===== config.mk =====
export PLATFORM = sky130hd
export DESIGN_NAME = deterministic_primality_test_unit
export DESIGN_NICKNAME = d
export VERILOG_FILES = /design/src/dpt_pkg.sv /design/src/deterministic_primality_test_unit.sv /design/src/dpt_front.sv /design/src/dpt_modmul.sv /design/src/dpt_back.sv
export SDC_FILE = /design/constraint.sdc
export NUM_CORES = 2
export LEC_CHECK = 0
export ABC_AREA = 1
export BUFFER_PORTS_ARGS = -buffer_cell sky130_fd_sc_hd__buf_2
export CELL_PAD_IN_SITES_DETAIL_PLACEMENT = 0
export CELL_PAD_IN_SITES_GLOBAL_PLACEMENT = 1
export CORE_MARGIN = 5
export CORE_UTILIZATION = 48
export DETAILED_ROUTE_END_ITERATION = 8
export PLACE_DENSITY = 0.83
export SLEW_MARGIN = 0
export SYNTH_ARGS = -nofsm -noshare
export SYNTH_HDL_FRONTEND = slang
export SYNTH_SLANG_ARGS = --single-unit

===== constraint.sdc =====
create_clock -name clk -period 8.39 [get_ports clk]
set_clock_uncertainty 0.15 [all_clocks]
set_input_delay 1.2585 -clock clk [delete_from_list [all_inputs] [get_ports clk]]
set_output_delay 1.2585 -clock clk [all_outputs]
set_load 0.005 [all_outputs]

===== src/dpt_pkg.sv =====
// Shared types, thresholds and base tables of the primality tester.
package dpt_pkg;

	localparam int unsigned NW = 64;

	// Magnitude thresholds that select the base set
	localparam logic [62:0] TH_SET0 = 63'd1373653;
	localparam logic [62:0] TH_SET1 = 63'd19471033;
	localparam logic [62:0] TH_SET2 = 63'd4759123141;
	localparam logic [62:0] TH_SET3 = 63'd154639673381;
	localparam logic [62:0] TH_SET4 = 63'd47636622961201;
	localparam logic [62:0] TH_SET5 = 63'd3770579582154547;

	// Classified work item passed from front to back
	typedef struct packed {
		logic [62:0] n;
		logic        triv;
		logic        tres;
		logic [2:0]  set;
	} work_t;

	// Request to the modular multiplier
	typedef struct packed {
		logic          start;
		logic [NW-1:0] a;
		logic [NW-1:0] b;
	} mreq_t;

	function automatic logic [2:0] base_count(input logic [2:0] set);
		logic [2:0] c;
		case (set)
			3'd0: c = 3'd2;
			3'd1: c = 3'd2;
			3'd2: c = 3'd3;
			3'd3: c = 3'd3;
			3'd4: c = 3'd4;
			3'd5: c = 3'd5;
			default: c = 3'd7;
		endcase
		return c;
	endfunction

	function automatic logic [31:0] base_of(input logic [2:0] set, input logic [2:0] idx);
		logic [31:0] v;
		v = 32'd0;
		case (set)
			3'd0: case (idx)
				3'd0: v = 32'd2;
				3'd1: v = 32'd3;
				default: v = 32'd0;
			endcase
			3'd1: case (idx)
				3'd0: v = 32'd2;
				3'd1: v = 32'd299417;
				default: v = 32'd0;
			endcase
			3'd2: case (idx)
				3'd0: v = 32'd2;
				3'd1: v = 32'd7;
				3'd2: v = 32'd61;
				default: v = 32'd0;
			endcase
			3'd3: case (idx)
				3'd0: v = 32'd15;
				3'd1: v = 32'd176006322;
				3'd2: v = 32'd4221622697;
				default: v = 32'd0;
			endcase
			3'd4: case (idx)
				3'd0: v = 32'd2;
				3'd1: v = 32'd2570940;
				3'd2: v = 32'd211991001;
				3'd3: v = 32'd3749873356;
				default: v = 32'd0;
			endcase
			3'd5: case (idx)
				3'd0: v = 32'd2;
				3'd1: v = 32'd2570940;
				3'd2: v = 32'd880937;
				3'd3: v = 32'd610386380;
				3'd4: v = 32'd4130785767;
				default: v = 32'd0;
			endcase
			default: case (idx)
				3'd0: v = 32'd2;
				3'd1: v = 32'd325;
				3'd2: v = 32'd9375;
				3'd3: v = 32'd28178;
				3'd4: v = 32'd450775;
				3'd5: v = 32'd9780504;
				3'd6: v = 32'd1795265022;
				default: v = 32'd0;
			endcase
		endcase
		return v;
	endfunction

endpackage


===== src/deterministic_primality_test_unit.sv =====
// Top level of the deterministic primality tester for candidates below 2^63.
//
//  channel   | signals                                   | role
//  cand      | cand_valid, cand_ready, candidate         | candidate in
//  res       | res_valid, res_ready, is_prime_flag,      | verdict out
//            | range_error                               |
//
// Trivial candidates (below 9 or even) have their verdict registered in the cycle after dequeue.
// Others run one modular product at a time on the single bit-serial multiplier,
// for each base of their set, up to 7 bases.
// A two-entry queue lets candidates be taken while the back end is busy.
// Reset is asynchronous and empties the queue and the result register.
module deterministic_primality_test_unit (
	input  logic        clk,
	input  logic        arst_n,
	input  logic        cand_valid,
	output logic        cand_ready,
	input  logic [62:0] candidate,
	output logic        res_valid,
	input  logic        res_ready,
	output logic        is_prime_flag,
	output logic        range_error
);
	logic           q_valid, q_pop;
	dpt_pkg::work_t q_head;

	dpt_front u_front (
		.clk(clk), .arst_n(arst_n), .cand_valid(cand_valid), .cand_ready(cand_ready),
		.candidate(candidate), .q_valid(q_valid), .q_head(q_head), .q_pop(q_pop)
	);

	dpt_back u_back (
		.clk(clk), .arst_n(arst_n), .q_valid(q_valid), .q_head(q_head), .q_pop(q_pop),
		.res_valid(res_valid), .res_ready(res_ready), .is_prime_flag(is_prime_flag),
		.range_error(range_error)
	);
endmodule


===== src/dpt_front.sv =====
// Front end: accepts candidates, classifies them and queues the work.
module dpt_front (
	input  logic              clk,
	input  logic              arst_n,
	input  logic              cand_valid,
	output logic              cand_ready,
	input  logic [62:0]       candidate,
	output logic              q_valid,
	output dpt_pkg::work_t    q_head,
	input  logic              q_pop
);
	dpt_pkg::work_t w;
	dpt_pkg::work_t mem_q [2];
	logic           wp_q, rp_q;
	logic [1:0]     cnt_q;
	logic           push;

	// Classify: trivial answers and base set selection
	always_comb begin
		w.n = candidate;
		w.triv = 1'b1;
		w.tres = 1'b0;
		w.set = 3'd6;
		if (candidate <= 63'd1) begin
			w.tres = 1'b0;
		end else if (!candidate[0]) begin
			w.tres = (candidate == 63'd2);
		end else if (candidate <= 63'd8) begin
			w.tres = 1'b1;
		end else begin
			w.triv = 1'b0;
			if (candidate < dpt_pkg::TH_SET0) w.set = 3'd0;
			else if (candidate < dpt_pkg::TH_SET1) w.set = 3'd1;
			else if (candidate < dpt_pkg::TH_SET2) w.set = 3'd2;
			else if (candidate < dpt_pkg::TH_SET3) w.set = 3'd3;
			else if (candidate < dpt_pkg::TH_SET4) w.set = 3'd4;
			else if (candidate < dpt_pkg::TH_SET5) w.set = 3'd5;
		end
	end

	assign cand_ready = (cnt_q != 2'd2);
	assign push = cand_valid && cand_ready;
	assign q_valid = (cnt_q != 2'd0);
	assign q_head = mem_q[rp_q];

	// Two-entry queue storage
	always_ff @(posedge clk) begin
		if (push) mem_q[wp_q] <= w;
	end

	// Queue pointers
	always_ff @(posedge clk or negedge arst_n) begin
		if (!arst_n) begin
			wp_q <= 1'b0;
			rp_q <= 1'b0;
			cnt_q <= 2'd0;
		end else begin
			if (push) wp_q <= ~wp_q;
			if (q_pop) rp_q <= ~rp_q;
			cnt_q <= cnt_q + {1'b0, push} - {1'b0, q_pop};
		end
	end
endmodule


===== src/dpt_modmul.sv =====
// Bit-serial modular multiplier, one bit of b per cycle, MSB first.
module dpt_modmul (
	input  logic                      clk,
	input  logic                      arst_n,
	input  dpt_pkg::mreq_t            req,
	input  logic [dpt_pkg::NW-1:0]    m,
	output logic                      done,
	output logic [dpt_pkg::NW-1:0]    r
);
	logic                   busy_q, done_q;
	logic [5:0]             cnt_q;
	logic [dpt_pkg::NW-1:0] r_q, a_q, b_q;
	logic [dpt_pkg::NW-1:0] t, t2, u, nxt;

	// r = 2r + bit*a, reduced twice (a < m)
	always_comb begin
		t = {r_q[dpt_pkg::NW-2:0], 1'b0};
		t2 = (t >= m) ? t - m : t;
		u = t2 + (b_q[dpt_pkg::NW-1] ? a_q : '0);
		nxt = (u >= m) ? u - m : u;
	end

	// Operand registers
	always_ff @(posedge clk) begin
		if (req.start) begin
			r_q <= '0;
			a_q <= req.a;
			b_q <= req.b;
		end else if (busy_q) begin
			r_q <= nxt;
			b_q <= {b_q[dpt_pkg::NW-2:0], 1'b0};
		end
	end

	// Iteration control
	always_ff @(posedge clk or negedge arst_n) begin
		if (!arst_n) begin
			busy_q <= 1'b0;
			done_q <= 1'b0;
			cnt_q <= 6'd0;
		end else begin
			done_q <= 1'b0;
			if (req.start) begin
				busy_q <= 1'b1;
				cnt_q <= 6'd0;
			end else if (busy_q) begin
				cnt_q <= cnt_q + 6'd1;
				if (cnt_q == 6'd63) begin
					busy_q <= 1'b0;
					done_q <= 1'b1;
				end
			end
		end
	end

	assign done = done_q;
	assign r = r_q;
endmodule


===== src/dpt_back.sv =====
// Back end: strong-probable-prime test sequencer and result register.
module dpt_back (
	input  logic              clk,
	input  logic              arst_n,
	input  logic              q_valid,
	input  dpt_pkg::work_t    q_head,
	output logic              q_pop,
	output logic              res_valid,
	input  logic              res_ready,
	output logic              is_prime_flag,
	output logic              range_error
);
	typedef enum logic [9:0] {
		ST_IDLE = 10'b0000000001,
		ST_TZ   = 10'b0000000010,
		ST_BASE = 10'b0000000100,
		ST_RED  = 10'b0000001000,
		ST_EXP  = 10'b0000010000,
		ST_EXPM = 10'b0000100000,
		ST_EXPS = 10'b0001000000,
		ST_CHK  = 10'b0010000000,
		ST_SQ   = 10'b0100000000,
		ST_SQW  = 10'b1000000000
	} state_t;

	state_t                 st_q;
	logic [dpt_pkg::NW-1:0] n_q, nm1_q, d_q, e_q, p_q, x_q;
	logic [5:0]             s_q, j_q;
	logic [2:0]             set_q, idx_q;
	logic                   out_v_q, prime_q;
	dpt_pkg::mreq_t         mreq_q;
	logic                   mdone;
	logic [dpt_pkg::NW-1:0] mres;

	dpt_modmul u_mul (
		.clk(clk), .arst_n(arst_n), .req(mreq_q), .m(n_q), .done(mdone), .r(mres)
	);

	assign q_pop = (st_q == ST_IDLE) && q_valid && !out_v_q;
	assign res_valid = out_v_q;
	assign is_prime_flag = prime_q;
	assign range_error = 1'b0;

	// Test sequencer
	always_ff @(posedge clk or negedge arst_n) begin
		if (!arst_n) begin
			st_q <= ST_IDLE;
			out_v_q <= 1'b0;
			prime_q <= 1'b0;
			mreq_q <= '0;
			n_q <= '0;
			nm1_q <= '0;
			d_q <= '0;
			e_q <= '0;
			p_q <= '0;
			x_q <= '0;
			s_q <= '0;
			j_q <= '0;
			set_q <= '0;
			idx_q <= '0;
		end else begin
			mreq_q.start <= 1'b0;
			if (out_v_q && res_ready) out_v_q <= 1'b0;
			case (st_q)
				ST_IDLE: begin
					if (q_pop) begin
						if (q_head.triv) begin
							out_v_q <= 1'b1;
							prime_q <= q_head.tres;
						end else begin
							n_q <= {1'b0, q_head.n};
							nm1_q <= {1'b0, q_head.n} - 64'd1;
							d_q <= {1'b0, q_head.n} - 64'd1;
							s_q <= 6'd0;
							set_q <= q_head.set;
							idx_q <= 3'd0;
							st_q <= ST_TZ;
						end
					end
				end
				// strip trailing zeros of n-1
				ST_TZ: begin
					if (!d_q[0]) begin
						d_q <= d_q >> 1;
						s_q <= s_q + 6'd1;
					end else begin
						st_q <= ST_BASE;
					end
				end
				ST_BASE: begin
					if (idx_q == dpt_pkg::base_count(set_q)) begin
						out_v_q <= 1'b1;
						prime_q <= 1'b1;
						st_q <= ST_IDLE;
					end else begin
						mreq_q <= '{start: 1'b1, a: 64'd1,
							b: {32'd0, dpt_pkg::base_of(set_q, idx_q)}};
						st_q <= ST_RED;
					end
				end
				// base mod n
				ST_RED: begin
					if (mdone) begin
						if (mres == '0) begin
							idx_q <= idx_q + 3'd1;
							st_q <= ST_BASE;
						end else begin
							p_q <= mres;
							x_q <= 64'd1;
							e_q <= d_q;
							st_q <= ST_EXP;
						end
					end
				end
				ST_EXP: begin
					if (e_q == '0) begin
						st_q <= ST_CHK;
					end else if (e_q[0]) begin
						mreq_q <= '{start: 1'b1, a: x_q, b: p_q};
						st_q <= ST_EXPM;
					end else begin
						mreq_q <= '{start: 1'b1, a: p_q, b: p_q};
						st_q <= ST_EXPS;
					end
				end
				ST_EXPM: begin
					if (mdone) begin
						x_q <= mres;
						mreq_q <= '{start: 1'b1, a: p_q, b: p_q};
						st_q <= ST_EXPS;
					end
				end
				ST_EXPS: begin
					if (mdone) begin
						p_q <= mres;
						e_q <= e_q >> 1;
						st_q <= ST_EXP;
					end
				end
				ST_CHK: begin
					if (x_q == 64'd1 || x_q == nm1_q) begin
						idx_q <= idx_q + 3'd1;
						st_q <= ST_BASE;
					end else begin
						j_q <= s_q - 6'd1;
						st_q <= ST_SQ;
					end
				end
				ST_SQ: begin
					if (j_q == 6'd0) begin
						out_v_q <= 1'b1;
						prime_q <= 1'b0;
						st_q <= ST_IDLE;
					end else begin
						mreq_q <= '{start: 1'b1, a: x_q, b: x_q};
						j_q <= j_q - 6'd1;
						st_q <= ST_SQW;
					end
				end
				ST_SQW: begin
					if (mdone) begin
						x_q <= mres;
						if (mres == nm1_q) begin
							idx_q <= idx_q + 3'd1;
							st_q <= ST_BASE;
						end else begin
							st_q <= ST_SQ;
						end
					end
				end
				default: st_q <= ST_IDLE;
			endcase
		end
	end
endmodule


==> flow_results.org <==
** Clock network
- Later-pin clock latency in the skew report :: 0.77 ns
- The clock passes through at most 3 buffers.
- The H-tree was split into 3 levels.
- Clock-pin slew was measured on the worst setup and hold paths at 0.07 ns.
- TritonCTS built the clock tree.
- Clock tree synthesis found a total of 882 sinks.
- Number of buffers added by the clock tree synthesis step :: 99
- Root buffer selected by CTS :: clkbuf_16

** Timing
- Counting I/O delays and the setup requirement, the final critical path takes 8.146 ns.
- The final critical path takes up 97.09% of the cycle.
- At the pin with the least slew margin, the transition time is 1.529 ns.
- For this run, the top clock speed supported by timing is 122.8 MHz.
- Max Transition Viols Final :: 8
- Count of final setup violators :: 0
- Hold is met by 0.2924 ns.
- Final-report hold violation count :: 0
- Slew headroom :: -3.037%

** Floorplanning
- Die height :: 356.3 um
- For this configuration, the core starts out at a cell density of 48.18%.
- The die is 356.3 um wide.
- Pin placement for this block handled 71 I/O pins.
- Core area :: 119,500 um2
- The die covers 127,000 um2.
- Number of rows in the core area :: 127

** Yosys
- After synthesis, flip-flops and latches occupy 40.07% of the total area.
- Per-instance average area after synthesis :: 7.391 um2
- Netlist Area Pre-Place :: 57,580 um2
- Distinct cell type count after synthesis :: 74
- Mapped Cells :: 7,790
- For this run, the number of Yosys warnings is 0.
- Largest area contributor in the netlist :: dfrtp_1
- Synthesis inferred 882 register bits.
- Leading cell types by total area after synthesis :: dfrtp_1, edfxtp_1, nand2_1
- Post-Syn Nets :: 8,060
- Share of synthesized registers carrying an async set or reset :: 62.81%
- Main flop type after synthesis :: dfrtp_1
- Number of flops mapped to enable cells by yosys :: 264
- Summed over its instances, the top area cell type makes up 24.03% of the synthesized netlist area.

** Placement
- Post-detailed-placement cell area :: 60,640 um2
- Buffers on Ports :: 69
- The wire-length estimate of the detail-placed layout is 205.5 mm.
- Gpl congestion :: 1.080

** Setup path
- R2R setup slack :: 0.24 ns
- Stage delay of the slowest cell on the critical path :: 0.62 ns
- Among the stages of the critical path, the cell type that occurs most often is nand2_1.
- Slowest cell on the critical path :: dfxtp_1
- Of all nets on the critical path, the largest fanout is 45.
- WP data required :: 8.86 ns
- Crit path DAT :: 8.62 ns
- The critical path is of the flop to flop type.
- Endpoint type of the worst setup path :: flop
- STA classifies the critical path startpoint as a flop.

** Global routing
- In the global route stage, overall resource usage came out at 39.63%.
- Via count of the first global-routing pass :: 54,230
- Largest net degree at the start of global routing :: 169
- After global routing the overflow that remains totals 0.
- The number of antenna violations at the first check in global routing came to 23.
- Global-route wire length before repair :: 368.2 mm

** Run status
- The checks that failed: max-capacitance violations, max-slew violations.
- The run finished, with violations left.

** Route
- The detail route stage leaves a number of antenna-violating nets equal to 0.
- For this run, design rule violations remaining after detail routing come to 0.
- Dividing the detail-routed wire length by the instance count gives 26.78 um.
- The routed layout has 57,550 vias.
- WL final :: 257.4 mm
- DRC violation total after the first TritonRoute iteration :: 6,923
- Detailed-routing iteration count for the pre-antenna-repair pass :: 8
- Dividing the detail-routed via count by the number of cells gives 5.988.

** Layout
- The area growth from synthesis to layout is 11.71%.
- The filler cells instantiated in the layout total 11,740.
- Of the cells placed in the final design, the portion with a size suffix greater than 1 is 8.270%.
- Post-Route Utilization :: 53.83%
- In the final design database the tool counted 8,176 nets.
- Post-Layout Inst Area :: 64,320 um2

** Run
- The tool flagged a number of max-cap violations equal to 2.

** Hold path
- Type of the worst min-delay path :: flop to flop
==> sequential cells by signal (all words and copies together) (netlist names), 10 cells and up <==
register / count
u_back.u_mul.r: 64
u_back.n_q: 63
u_back.nm1_q: 64
u_back.mreq_q: 129
u_front.mem_q: 136
u_back.p_q: 64
u_back.st_q: 10
u_back.u_mul.a_q: 64
u_back.d_q: 64
u_back.e_q: 64
u_back.x_q: 64
u_back.u_mul.b_q: 64
==> critical path, delay by kind of cell, from the launching register on <==
| kind | cells | cell delay (ns) |
|---|---|---|
| AOI/OAI and AO/OA | 6 | 1.78 |
| xor gates and xnor gates | 1 | 0.39 |
| adders and majority gates | 3 | 1.05 |
| buffers and inverters | 5 | 0.64 |
| DFF | 1 | 0.62 |
| and+or+nand+nor | 23 | 3.33 |
==> routing by layer <==
| metal | GRT usage (%) | vias to the layer above | share of wire (%) |
|---|---|---|---|
| met5 | 0 | - | 0.036 |
| met4 | 27.45 | 14 | 8.6 |
| met3 | 7.872 | 732 | 9.4 |
| met2 | 59.28 | 3102 | 42 |
| met1 | 51.82 | 27520 | 39 |
| li1 | - | 26180 | - |
==> per-stage QoR <==
step,setup slack [ns],setup TNS [ns],instances
6_report,0.2439,0,9612
2_1_floorplan,1.946,0,7790
4_1_cts,0.1423,0,9602
3_5_place_dp,0.2548,0,9414
3_3_place_gp,0.1238,0,9414
5_1_grt,-0.02231,-0.03361,9606
==> path summary, 6_finish.rpt <==
path,startpoint,end,depth (start not counted)
max in group asynchronous,arst_n,u_back.mreq_q[128]$_DFF_PN0_,2
min reg2reg,u_back.mreq_q[120]$_DFFE_PN0P_,u_back.u_mul.a_q[56]$_DFFE_PP_,0
max reg2reg,u_back.u_mul.r[14]$_SDFFE_PP0P_,u_back.u_mul.r[41]$_SDFFE_PP0P_,38
max,u_back.u_mul.r[14]$_SDFFE_PP0P_,u_back.u_mul.r[41]$_SDFFE_PP0P_,38
min,u_back.mreq_q[120]$_DFFE_PN0P_,u_back.u_mul.a_q[56]$_DFFE_PP_,0
min in group asynchronous,arst_n,u_back.x_q[49]$_DFFE_PN0P_,1
==> timing repair <==
action                     in CTS  in global routing
setup endpoints to repair       0                 64
gates resized for setup         0                 31
hold buffers                    0                  0
buffers inserted                0                  1
hold endpoints to repair        0                  0
==> cell usage in the layout (no fill, tap or decap), types with 14 or more instances in the layout <==
cell type,count
a21o_1,25
a21oi_1,414
a22oi_1,15
a31oi_1,97
buf_2,68
buf_4,208
clkbuf_1,21
clkbuf_16,100
clkbuf_8,15
clkinv_2,14
dfrtp_1,550
dfxtp_1,64
edfxtp_1,264
ha_1,197
inv_1,1035
inv_2,43
nand2_1,1757
nand2_2,16
nand3_1,436
nand4_1,179
nor2_1,773
nor2_2,17
nor3_1,109
nor4_1,86
o2111ai_1,56
o211ai_1,72
o21a_1,23
o21ai_0,578
o21ai_1,43
o21ai_2,23
o21bai_1,36
o22ai_1,33
or2_1,36
or2_2,34
xnor2_1,82
xor2_1,215
==> cell usage after synthesis, types with 13 or more instances <==
cell	instances
a21o_1	25
o211ai_1	72
or2_1	36
o21ai_0	586
buf_1	16
clkbuf_1	197
o21bai_1	37
inv_2	39
nand2_1	1762
inv_1	1038
o2111ai_1	57
dfxtp_1	64
or2_0	13
nor3_1	111
ha_1	200
xnor2_1	82
o21ai_2	21
a21oi_1	422
o22ai_1	33
nor2_2	16
nor4_1	90
nand4_1	179
o31ai_1	13
xor2_1	216
buf_2	46
o21a_1	23
a22oi_1	15
nor2_1	781
a31oi_1	97
edfxtp_1	264
dfrtp_1	553
or2_2	34
nand3_1	439
o21ai_1	37
==> cells by family (layout without fill, tap and decap cells) <==
kind of cell | Yosys count | in the layout | share of synthesized area (%)
xor gates and xnor gates | 298 | 298 | 4.533
and+or+nand+nor | 3524 | 3524 | 26.36
other | 1 | 8 | 0.006513
DFF | 882 | 882 | 40.07
AOI/OAI and AO/OA | 1503 | 1503 | 15.08
buffers and inverters | 1358 | 1561 | 9.083
muxes | 21 | 21 | 0.4064
adders and majority gates | 203 | 203 | 4.450
==> final cells by class <==
cell class	count	area, um2	share of cell area (%)
antenna	7	17.52	0.02723
multi-input combinational	5550	29480	45.84
inverter	1086	4081	6.345
clock buffer	136	2788	4.334
clock inverter	52	763.2	1.187
timing repair buffer	287	2092	3.252
sequential	882	23080	35.88
tap	1612	2017	3.136
Power is left out: the tool's default activity adds up to more than one toggle a clock period on the data nets, which glitch-free logic cannot reach.
